<file path="src/hw/rtl/assert_macros.svh">
// assertion helpers for the rtl, all sampled on clk with arst_n low disabling them
`ifndef ASSERT_MACROS_SVH
`define ASSERT_MACROS_SVH

// same-cycle implication
`define SFD_ASSERT_IMP(label, ante, cons) \
	label: assert property (@(posedge clk) disable iff (!arst_n) (ante) |-> (cons)) \
		else $error("sfd assertion failed");

// next-cycle implication
`define SFD_ASSERT_NEXT(label, ante, cons) \
	label: assert property (@(posedge clk) disable iff (!arst_n) (ante) |=> (cons)) \
		else $error("sfd assertion failed");

`endif

</file>
<file path="src/hw/rtl/sfd_pkg.sv">
`timescale 1ns / 1ps

package sfd_pkg;

	localparam logic [7:0] START_BYTE  = 8'h55;
	localparam logic [7:0] ESCAPE_BYTE = 8'hAA;
	localparam logic [7:0] ESC_CODE_55 = 8'h05;
	localparam logic [7:0] ESC_CODE_AA = 8'h0A;
	localparam logic [7:0] CRC_INIT    = 8'hFF;
	localparam logic [7:0] CRC_POLY    = 8'h1D;
	localparam logic [7:0] MAX_LENGTH_RESET = 8'd255;

	typedef enum logic [1:0] {
		PH_HUNT = 2'd0,
		PH_LEN  = 2'd1,
		PH_PAY  = 2'd2,
		PH_CRC  = 2'd3
	} phase_t;

	typedef enum logic [1:0] {
		KIND_NONE    = 2'd0,
		KIND_PAYLOAD = 2'd1,
		KIND_GOOD    = 2'd2,
		KIND_ERROR   = 2'd3
	} kind_t;

	typedef enum logic [1:0] {
		CAUSE_NONE   = 2'd0,
		CAUSE_ESCAPE = 2'd1,
		CAUSE_LENGTH = 2'd2,
		CAUSE_CRC    = 2'd3
	} cause_t;

	typedef struct packed {
		kind_t      kind;
		logic [7:0] data;
		logic [7:0] frame_len;
		cause_t     cause;
	} res_t;

endpackage

</file>
<file path="src/hw/rtl/sfd_crc8.sv">
`timescale 1ns / 1ps

// one byte of crc-8, msb first
module sfd_crc8 (
	input  logic [7:0] crc_in,
	input  logic [7:0] byte_in,
	output logic [7:0] crc_out
);

	always_comb begin
		logic [7:0] c;
		c = crc_in ^ byte_in;
		for (int i = 0; i < 8; i++) begin
			if (c[7]) begin
				c = {c[6:0], 1'b0} ^ sfd_pkg::CRC_POLY;
			end else begin
				c = {c[6:0], 1'b0};
			end
		end
		crc_out = c;
	end

endmodule

</file>
<file path="src/hw/rtl/sfd_step.sv">
`timescale 1ns / 1ps

// frame state and the per-item decode step
module sfd_step (
	input  logic         clk,
	input  logic         arst_n,
	input  logic         take,
	input  logic [7:0]   rx_byte,
	input  logic [7:0]   max_length,
	output sfd_pkg::res_t res
);

	sfd_pkg::phase_t phase_q, phase_n;
	logic            esc_q, esc_n;
	logic [7:0]      crc_q, crc_n;
	logic [7:0]      count_q, count_n;
	logic [7:0]      exp_len_q, exp_len_n;
	logic [7:0]      crc_upd;
	logic [7:0]      ub;
	logic [7:0]      count_inc;
	logic            fail;
	sfd_pkg::cause_t fail_cause;

	sfd_crc8 u_crc (
		.crc_in  (crc_q),
		.byte_in (ub),
		.crc_out (crc_upd)
	);

	assign count_inc = count_q + 8'd1;

	// unstuffed byte
	always_comb begin
		ub = rx_byte;
		if (esc_q && rx_byte == sfd_pkg::ESC_CODE_55) begin
			ub = sfd_pkg::START_BYTE;
		end else if (esc_q && rx_byte == sfd_pkg::ESC_CODE_AA) begin
			ub = sfd_pkg::ESCAPE_BYTE;
		end
	end

	always_comb begin
		phase_n    = phase_q;
		esc_n      = esc_q;
		crc_n      = crc_q;
		count_n    = count_q;
		exp_len_n  = exp_len_q;
		fail       = 1'b0;
		fail_cause = sfd_pkg::CAUSE_NONE;
		res        = '{kind: sfd_pkg::KIND_NONE, data: 8'd0, frame_len: 8'd0,
			cause: sfd_pkg::CAUSE_NONE};

		if (rx_byte == sfd_pkg::START_BYTE) begin
			// raw start byte always restarts, even over a pending escape
			phase_n   = sfd_pkg::PH_LEN;
			esc_n     = 1'b0;
			crc_n     = sfd_pkg::CRC_INIT;
			count_n   = 8'd0;
			exp_len_n = 8'd0;
		end else if (esc_q && rx_byte != sfd_pkg::ESC_CODE_55
			&& rx_byte != sfd_pkg::ESC_CODE_AA) begin
			fail       = 1'b1;
			fail_cause = sfd_pkg::CAUSE_ESCAPE;
		end else if (!esc_q && rx_byte == sfd_pkg::ESCAPE_BYTE) begin
			esc_n = 1'b1;
		end else begin
			esc_n = 1'b0;
			case (phase_q)
				sfd_pkg::PH_LEN: begin
					if (ub > max_length) begin
						fail       = 1'b1;
						fail_cause = sfd_pkg::CAUSE_LENGTH;
					end else begin
						exp_len_n = ub;
						count_n   = 8'd0;
						crc_n     = crc_upd;
						phase_n   = (ub != 8'd0) ? sfd_pkg::PH_PAY : sfd_pkg::PH_CRC;
					end
				end
				sfd_pkg::PH_PAY: begin
					crc_n   = crc_upd;
					count_n = count_inc;
					if (count_inc >= exp_len_q) begin
						phase_n = sfd_pkg::PH_CRC;
					end
					res.kind = sfd_pkg::KIND_PAYLOAD;
					res.data = ub;
				end
				sfd_pkg::PH_CRC: begin
					if (ub != crc_q) begin
						fail       = 1'b1;
						fail_cause = sfd_pkg::CAUSE_CRC;
					end else begin
						phase_n       = sfd_pkg::PH_HUNT;
						crc_n         = sfd_pkg::CRC_INIT;
						count_n       = 8'd0;
						exp_len_n     = 8'd0;
						res.kind      = sfd_pkg::KIND_GOOD;
						res.frame_len = exp_len_q;
					end
				end
				default: begin
					// hunting: ignore
				end
			endcase
		end

		if (fail) begin
			phase_n   = sfd_pkg::PH_HUNT;
			esc_n     = 1'b0;
			crc_n     = sfd_pkg::CRC_INIT;
			count_n   = 8'd0;
			exp_len_n = 8'd0;
			res.kind  = sfd_pkg::KIND_ERROR;
			res.data  = 8'd0;
			res.cause = fail_cause;
		end
	end

	always_ff @(posedge clk or negedge arst_n) begin
		if (!arst_n) begin
			phase_q   <= sfd_pkg::PH_HUNT;
			esc_q     <= 1'b0;
			crc_q     <= sfd_pkg::CRC_INIT;
			count_q   <= 8'd0;
			exp_len_q <= 8'd0;
		end else if (take) begin
			phase_q   <= phase_n;
			esc_q     <= esc_n;
			crc_q     <= crc_n;
			count_q   <= count_n;
			exp_len_q <= exp_len_n;
		end
	end

endmodule

</file>
<file path="src/hw/rtl/stuffed_frame_decoder.sv">
`timescale 1ns / 1ps

// Byte-stuffed frame decoder with CRC-8 check. One stuffed link byte goes in per item and
// exactly one result item comes out for it: nothing, an unstuffed payload byte, frame good
// with its length, or an error with its cause. Throughput is one item per cycle while the
// output is not stalled; each item passes through the input register and then the decode step
// (unstuffing, one byte of CRC-8 and the phase update) into the result register, and the
// step's registered state update sets the rate. A raw 0x55 always restarts a frame; any
// error returns the decoder to hunting for a start byte. max_length is written through the
// configuration channel, which is always ready, and applies from the next length byte.
module stuffed_frame_decoder (
	input  logic       clk,
	input  logic       arst_n,
	input  logic       in_valid,
	output logic       in_stall,
	input  logic [7:0] rx_byte,
	output logic       out_valid,
	input  logic       out_stall,
	output logic [1:0] kind,
	output logic [7:0] data,
	output logic [7:0] frame_len,
	output logic [1:0] error_cause,
	input  logic       cfg_valid,
	output logic       cfg_ready,
	input  logic [7:0] max_length
);

	`include "assert_macros.svh"

	logic          valid_s1;
	logic [7:0]    byte_s1;
	logic          out_valid_q;
	sfd_pkg::res_t res_q;
	sfd_pkg::res_t step_res;
	logic [7:0]    max_len_q;
	logic          out_free;
	logic          adv;

	assign out_free  = !out_valid_q || !out_stall;
	assign adv       = valid_s1 && out_free;
	assign in_stall  = valid_s1 && !out_free;
	assign cfg_ready = 1'b1;

	always_ff @(posedge clk or negedge arst_n) begin
		if (!arst_n) begin
			max_len_q <= sfd_pkg::MAX_LENGTH_RESET;
		end else if (cfg_valid && cfg_ready) begin
			max_len_q <= max_length;
		end
	end

	always_ff @(posedge clk or negedge arst_n) begin
		if (!arst_n) begin
			valid_s1 <= 1'b0;
		end else if (!in_stall) begin
			valid_s1 <= in_valid;
		end
	end

	always_ff @(posedge clk) begin
		if (in_valid && !in_stall) begin
			byte_s1 <= rx_byte;
		end
	end

	sfd_step u_step (
		.clk        (clk),
		.arst_n     (arst_n),
		.take       (adv),
		.rx_byte    (byte_s1),
		.max_length (max_len_q),
		.res        (step_res)
	);

	always_ff @(posedge clk or negedge arst_n) begin
		if (!arst_n) begin
			out_valid_q <= 1'b0;
		end else if (out_free) begin
			out_valid_q <= valid_s1;
		end
	end

	always_ff @(posedge clk) begin
		if (adv) begin
			res_q <= step_res;
		end
	end

	assign out_valid   = out_valid_q;
	assign kind        = 2'(res_q.kind);
	assign data        = res_q.data;
	assign frame_len   = res_q.frame_len;
	assign error_cause = 2'(res_q.cause);

	// an item held in the input register is not dropped while the output is blocked
	`SFD_ASSERT_NEXT(a_s1_held, valid_s1 && !out_free, valid_s1)
	// a taken result with nothing behind it leaves the output empty
	`SFD_ASSERT_NEXT(a_out_drain, out_valid_q && !out_stall && !valid_s1, !out_valid_q)
	// an error result always carries a cause
	`SFD_ASSERT_IMP(a_err_cause, out_valid_q && res_q.kind == sfd_pkg::KIND_ERROR,
		res_q.cause != sfd_pkg::CAUSE_NONE)
	// a non-error result never carries a cause
	`SFD_ASSERT_IMP(a_no_cause, out_valid_q && res_q.kind != sfd_pkg::KIND_ERROR,
		res_q.cause == sfd_pkg::CAUSE_NONE)

endmodule

</file>
<file path="config.mk">
export PLATFORM = sky130hd
export DESIGN_NAME = stuffed_frame_decoder
export DESIGN_NICKNAME = d
export VERILOG_FILES = /design/src/hw/rtl/sfd_pkg.sv /design/src/hw/rtl/sfd_crc8.sv /design/src/hw/rtl/sfd_step.sv /design/src/hw/rtl/stuffed_frame_decoder.sv
export VERILOG_INCLUDE_DIRS = /design/src /design/src/hw/rtl
export SDC_FILE = /design/constraint.sdc
export NUM_CORES = 1
export LEC_CHECK = 0
export ABC_AREA = 1
export BUFFER_PORTS_ARGS = -buffer_cell sky130_fd_sc_hd__buf_2
export CAP_MARGIN = 5
export CORE_ASPECT_RATIO = 1.2
export CORE_MARGIN = 2
export CORE_UTILIZATION = 50
export CTS_BUF_LIST = sky130_fd_sc_hd__clkbuf_16
export DETAILED_ROUTE_END_ITERATION = 16
export PLACE_DENSITY = 0.7
export SYNTH_ARGS = -nofsm -noshare
export SYNTH_HDL_FRONTEND = slang
export SYNTH_SLANG_ARGS = --single-unit
export TNS_END_PERCENT = 10
</file>
<file path="constraint.sdc">
create_clock -name clk -period 3.8 [get_ports clk]
set_clock_uncertainty 0.15 [all_clocks]
set_input_delay 0.19 -clock clk [delete_from_list [all_inputs] [get_ports clk]]
set_output_delay 0.19 -clock clk [all_outputs]
set_load 0.005 [all_outputs]
</file>
-- Word-level counts from Yosys, hierarchy flattened
Cells that the tools add are included.
- output and inout bits: 23
- logic and storage cells: 131
- bits of input ports: 21
- flip-flop bits (word level): 65
- bitwise logic cells: 12
- $lt $le $gt $ge: 2
- reductions and logical operators: 25
- eq/ne operators: 15
- muxes and demuxes: 62
- add/subtract/negate cells: 1
- operators by type and width (cell ; count):
    8-bit two-way mux ; 22
    18-bit two-way mux ; 3
    8-bit one-hot mux with 3 select lines ; 2
    5-bit two-way mux ; 8
    4-bit NOT ; 8
    2-bit two-way mux ; 10
    8-bit one-hot mux with 2 select lines ; 1
    1-bit two-way mux ; 12
    6-bit AND reduction ; 2
    5-bit OR reduction ; 2
    8-bit by 1-bit adder with 8-bit output, second input constant ; 1
    8-bit by 3-bit == test with 1-bit output, second input constant ; 1
    8-bit by 4-bit == test with 1-bit output, second input constant ; 1
    8-bit by 7-bit == test with 1-bit output, second input constant ; 1
    8-bit == test, second input constant ; 1
    8-bit greater-or-equal comparator ; 1
    8-bit greater-than comparator ; 1
    1-bit logical AND ; 8
    4-bit by 2-bit inequality test with 1-bit output, second input constant ; 2
    8-bit by 3-bit inequality test with 1-bit output, second input constant ; 1
    8-bit by 4-bit inequality test with 1-bit output, second input constant ; 1
    8-bit inequality test ; 1
    2-bit one-hot mux with 2 select lines ; 2
    8-bit nonzero test ; 1
    other kinds (16) ; 24

-- Longest topological paths before layout
- depth in word-level cells: 27
- depth in mapped cells: 18

-- Cells and area by module
Synthesis repeated with hierarchy kept, for this count alone.
- cells, all modules: 504
- area total of the unflattened synthesis: 4045.1 µm²
- by module, submodules not included (module ; area an instance (µm²) ; cells an instance ; seq. area each (µm²) ; times used):
    sfd_step ; 2225.9 ; 317 ; 685.7 ; 1
    stuffed_frame_decoder ; 1263.7 ; 75 ; 1101.1 ; 1
    sfd_crc8 ; 555.5 ; 112 ; 0.0 ; 1

-- Worst setup path before layout
OpenSTA, ideal clock, no wires.
- path kind: reg-to-reg
- start: reg out_valid_q, in the netlist out_valid
- end: reg u_step.count_q[3]
- clock period less this slack: 2.617 ns
- path slack: 1.183 ns
- setup time: 0.125 ns
- data arrival time: 2.343 ns
- cell stages (with the launch flop): 10
- path through: dfrtp_1 > nand2_1 > inv_1 > nor2_1 > inv_1 > nor2_1 > nand2_2 > buf_6 > nand2_1 > o21ai_1
- longest elaborated chain between the ends: 4
- RTL lines (item ; RTL line ; text):
    from (decl) ; stuffed_frame_decoder.sv:32 ; logic out_valid_q;
    from (signal assigned) ; stuffed_frame_decoder.sv:79 ; out_valid_q <= valid_s1;
    1-bit logical NOT ; stuffed_frame_decoder.sv:39 ; assign out_free = !out_valid_q || !out_stall;
    1-bit logical OR ; stuffed_frame_decoder.sv:39 ;
    1-bit logical AND ; stuffed_frame_decoder.sv:40 ; assign adv = valid_s1 && out_free;
    net adv ; stuffed_frame_decoder.sv:37 ; logic adv;
    6-bit AND reduction (no line) ; n/a ;
    to (signal assigned) ; sfd_step.sv:131 ; count_q <= count_n;
    to (decl) ; sfd_step.sv:16 ; logic [7:0] count_q, count_n;
The timed path passes the listed nets, and every way through them passes these cells.
A chain may end at the register's enable or synchronous reset.

-- Worst setup path after layout
- start: reg byte_s1[1]
- end: reg u_step.exp_len_q[2]
- longest elaborated chain between the ends: 12
- elaborated cells on any way between the ends: 33
- those cells by class: 1 x order compare; 11 x eq/ne; 14 x mux; 7 x reduce/logical
- RTL lines (item ; RTL line ; text):
    from (decl) ; stuffed_frame_decoder.sv:31 ; logic [7:0] byte_s1;
    from (signal assigned) ; stuffed_frame_decoder.sv:62 ; byte_s1 <= rx_byte;
    8-bit by 4-bit == test with 1-bit output ; sfd_step.sv:37 ; end else if (esc_q && rx_byte == sfd_pkg::ESC_CODE_AA) begin
    1-bit logical AND ; sfd_step.sv:37 ;
    8-bit two-way mux ; sfd_step.sv:37 ;
    8-bit two-way mux * ; sfd_step.sv:35 ; if (esc_q && rx_byte == sfd_pkg::ESC_CODE_55) begin
    net u_step.u_crc.byte_in[6] ; sfd_crc8.sv:6 ; input logic [7:0] byte_in,
    8-bit greater-than comparator / 8-bit inequality test (equally long branches) ; sfd_step.sv:70, sfd_step.sv:90 ;
    1-bit two-way mux, on equally long branches ; sfd_step.sv:70, sfd_step.sv:90 ;
    1-bit one-hot mux with 2 select lines ; sfd_step.sv:68 ; case (phase_q)
    1-bit two-way mux ; sfd_step.sv:64 ; end else if (!esc_q && rx_byte == sfd_pkg::ESCAPE_BYTE) begin
    1-bit two-way mux ; sfd_step.sv:60 ; end else if (esc_q && rx_byte != sfd_pkg::ESC_CODE_55
    1-bit two-way mux ; sfd_step.sv:53 ; if (rx_byte == sfd_pkg::START_BYTE) begin
    4-bit by 2-bit inequality test with 1-bit output (no line) (tied with other cells) ; n/a ;
    6-bit AND reduction (no line) ; n/a ;
    to (signal assigned) ; sfd_step.sv:132 ; exp_len_q <= exp_len_n;
    to (decl) ; sfd_step.sv:17 ; logic [7:0] exp_len_q, exp_len_n;
Mark *: on every way through the listed nets, which the timed path passes. The rest lies on a longest branch. The select of a mux whose other input is x is not followed.

==> results.yml <==
logic_synthesis:
  synth_sequential_area_ratio: 0.4798
  synth_cell_types: 37
  syn-mean-instance-area_sq_um: 8.680
  netlist.top_cell.by_area: "edfxtp_1"
  largest_family_of_logic_cells_by_synthesized_area: "simple AND/OR/NAND/NOR gates"
  synth_compound_gate_area_share: 0.07997
  proportion_of_register_bits_with_asynchronous_set_or_reset_after_synthesis: 0.5692
  synth-simple-area-share: 0.2513
  synth_most_common_cell: "nand2_1"
  synth_nets: 470
  synthesis.yosys.warnings: 0
  fraction_of_synthesized_area_in_multiplexers: 0.003024
  post_synth_fa_ha_maj_area_fraction: 0.06720
  synth_xor_area_frac: 0.04133
  synthTopCellsByCount: "121 x nand2_1, 52 x inv_1, 31 x nor2_1"
  netlist.area_leader.share: 0.2258
  synth_seq_cells: 65
  ys_top_cells_by_area: "edfxtp_1 23%, dfrtp_1 14%, nand2_1 12%, dfstp_2 11%, ha_1 6.7%"
  syn-instance-count: 429
  dominantRegCellSynth: "edfxtp_1"
  synth-edff-count: 28
  cell_area_after_synthesis_sq_um: 3724
power_and_ir_drop:
  power_frac_seq: 0.344
  power_report.internal_total_mw: 1.897
  power-per-cell-area_nw_per_um2: 672.9
  switching_pwr_mw: 1.130
  clock_power_share: 0.281
  ir_drop_v: 0.0004415
  p_sw_frac: 0.3733
  pwr-share-comb: 0.374
  power.leakage_nw: 2.163
clocking:
  clk-insertion-delay-late_ps: 330
  worst_case_clock_buffer_depth: 2
  cts_inserted_buffers: 9
  tritoncts_clock_tree: "done"
  clk_pin_slew_worst_paths_ps: 60
  cts_root_buf: "clkbuf_16"
  htreeDepth: 3
  clock_sink_count: 65
setup_path:
  critical_path.reg2reg.startpoint: "byte_s1[1]"
  setup.worst_path.class: "reg -> reg"
  cp_cell_sequence: "inv_1, nand2_1, nor2_1, nand3_2, nand2_2, ha_1, nand2_1, nor2_1, nand2_1, o211ai_1, nand3_1, nand2_1, nand2_4, nand3_2, o21ai_4, nand2_1, o21ai_1"
  arrival_ps: 3280
  critical_path.startpoint_type: "register"
  critPathMaxStageDelay_ps: 540
  critical_path.reg2reg.endpoint: "u_step.exp_len_q[2]"
  worst_ep_required_time_ps: 3890
  timing.reg2reg.setup_slack_ps: 600
  crit_path_frequent_cell: "nand2_1"
  critical-path-slowest-cell: "edfxtp_1"
  end_kind: "register"
  timing.critical_path.fanout_max: 16
  worst-r2r-cell-count: 17
timing:
  fin_worst_hold_slack_ps: 46.05
  setup_slack_ps: 603.2
  rsz0062_at_grt: "false"
  timing.setup.tns_ps: 0
  final_min_period_over_clock_period: 0.8413
  finalSetupViolations: 0
  maxSlewViolCount: 0
  finalWorstPathRequiredPeriod_ps: 3197
  timing.max_slew.rel_slack: 0.4341
  hold_viol_final: 0
  fmax_mhz: 312.8
  timing_worst_slew_pin_value_ps: 848.9
finish:
  layout-area-overhead-vs-synth_pct: 20.83
  drive_above_1_share: 0.2164
  num-nets-final: 535
  antennaDiodeCount: 0
  stdcell_area_sq_um: 4499
  layout.core_utilization: 0.6221
worst_hold_path:
  hold_end: "max_len_q[6]"
  hold_start: "cfg_valid"
  timing.hold.worst.class: "in -> reg"
  min_delay_path_depth: 3
global_route:
  number_of_antenna_violations_at_the_first_check_in_global_routing: 0
  grt_max_degree: 38
  grt_overflow_total: 0
  via_count_of_the_first_global_routing_pass: 2954
  groute.usage.overall: 0.2303
  grt_first_pass_wirelength_um: 13880
drt:
  drt_drc_violations_left: 0
  antenna_violating_nets_post_route: 0
  route.detailed.vias_per_inst: 5.039
  drt_pass1_iterations: 4
  drt-initial-drc-count: 169
  drt-wirelength-per-cell_um: 14.14
  vias: 2968
  detail_route.wirelength_um: 8326
placement:
  post_dp_cell_area_sq_um: 3996
  finalWeightedCongestion: 0.9082
  place_hpwl_um: 5979
  placement.io_buffers: 42
  pre_cts_ws_ps: 647.3
floorplanning:
  core_area_sq_um: 7232
  die-width_um: 82.78
  io-pin-count: 44
  die_height_um: 98.53
  fp.dieArea_sq_um: 8156
  placement_rows: 34
  floorplan.initialDensity: 0.5149
run:
  drv_cap: 0
run_status:
  run_status: "finished, final reports clean"
layer usage:
layer | GRT usage | vias up | wire length, um | share of wire
met1 | 0.2711 | 1376 | 3510 | 0.42
li1 | - | 1521 | - | -
met3 | 0.05769 | 11 | 372 | 0.045
met5 | 0 | - | 0 | 0
met2 | 0.4007 | 60 | 4314 | 0.52
met4 | 0.07945 | 0 | 129 | 0.015
layout by cell type, fill, tap and decap left out, types with 6 or more instances in the layout:
cell type and n:
buf_2 42, a21oi_1 14, inv_1 52, nand2_1 121, dfrtp_1 21, nand3_1 19
xor2_1 10, clkbuf_16 10, o21ai_0 11, edfxtp_1 28, dfstp_2 16, inv_2 6
ha_1 20, o21ai_1 23, nand2_2 10, nor2_1 30, dlygate4sd3_1 19
repair_timing:
item,CTS,global route
buffers inserted,0,0
hold endpoints to repair,39,0
hold buffers,19,0
gates resized for setup,0,0
state kept, by name, summed over array words and instances, names as in the netlist:
name,count
max_len_q,8
u_step.count_q,8
valid_s1,1
u_step.crc_q,8
u_step.esc_q,1
u_step.exp_len_q,8
data,8
frame_len,8
out_valid,1
byte_s1,8
u_step.phase_q,2
kind,2
error_cause,2
worst max-delay path: cells and delay by family, from the launching register on:
kind / cells / cell delay (ps)
flip-flops: 1 / 540
buffers and inverters: 1 / 160
AO/OA/AOI/OAI: 3 / 660
AND/OR/NAND/NOR: 12 / 1330
adder cells (fa/ha/maj): 1 / 250
area by class of cell:
type / instances / area, sq um
clock buffer: 10 / 250.2
clock inverter: 6 / 62.56
fill: 628 / 2733
inverter: 59 / 224.0
multi-input combinational: 297 / 1655
sequential: 65 / 1787
tap: 90 / 112.6
timing repair buffer: 62 / 407.9
logic make-up (layout without fill, tap and decap cells):
logic type | after synthesis | after routing
XOR/XNOR | 16 | 16
buffers and inverters | 67 | 137
multiplexers | 1 | 1
adder cells (fa/ha/maj) | 20 | 20
flip-flops | 65 | 65
AND/OR/NAND/NOR | 205 | 205
AO/OA/AOI/OAI | 54 | 54
other | 1 | 1
power by group through the flow:
stage / registers, mW / clock network (mW) / logic, mW
floorplan: 1.02 / 0 / 0.881
global placement: 1.05 / 0 / 1.08
detailed placement: 1.05 / 0 / 1.11
CTS: 1.04 / 0.865 / 1.13
global route: 1.06 / 0.897 / 1.31
finish: 1.04 / 0.852 / 1.13
worst max-delay path by stage:
stage          slack [ps]  startpoint  depth (start not counted)             endpoint
2_1_floorplan        1180   out_valid                          9    u_step.count_q[3]
3_3_place_gp          760  byte_s1[1]                         17  u_step.exp_len_q[1]
3_5_place_dp          650  byte_s1[1]                         17  u_step.exp_len_q[2]
4_1_cts               620  byte_s1[1]                         17  u_step.exp_len_q[2]
5_1_grt               250  byte_s1[1]                         17  u_step.exp_len_q[2]
6_report              600  byte_s1[1]                         17  u_step.exp_len_q[2]
metrics by stage:
step / total power [mW] / instances
final: 3.027 / 589
after global routing: 3.264 / 589
after CTS: 3.035 / 589
after detailed placement: 2.156 / 554
after global placement: 2.128 / 554
after floorplan: 1.902 / 429
Note: power is estimated with default switching activity, not from simulation.
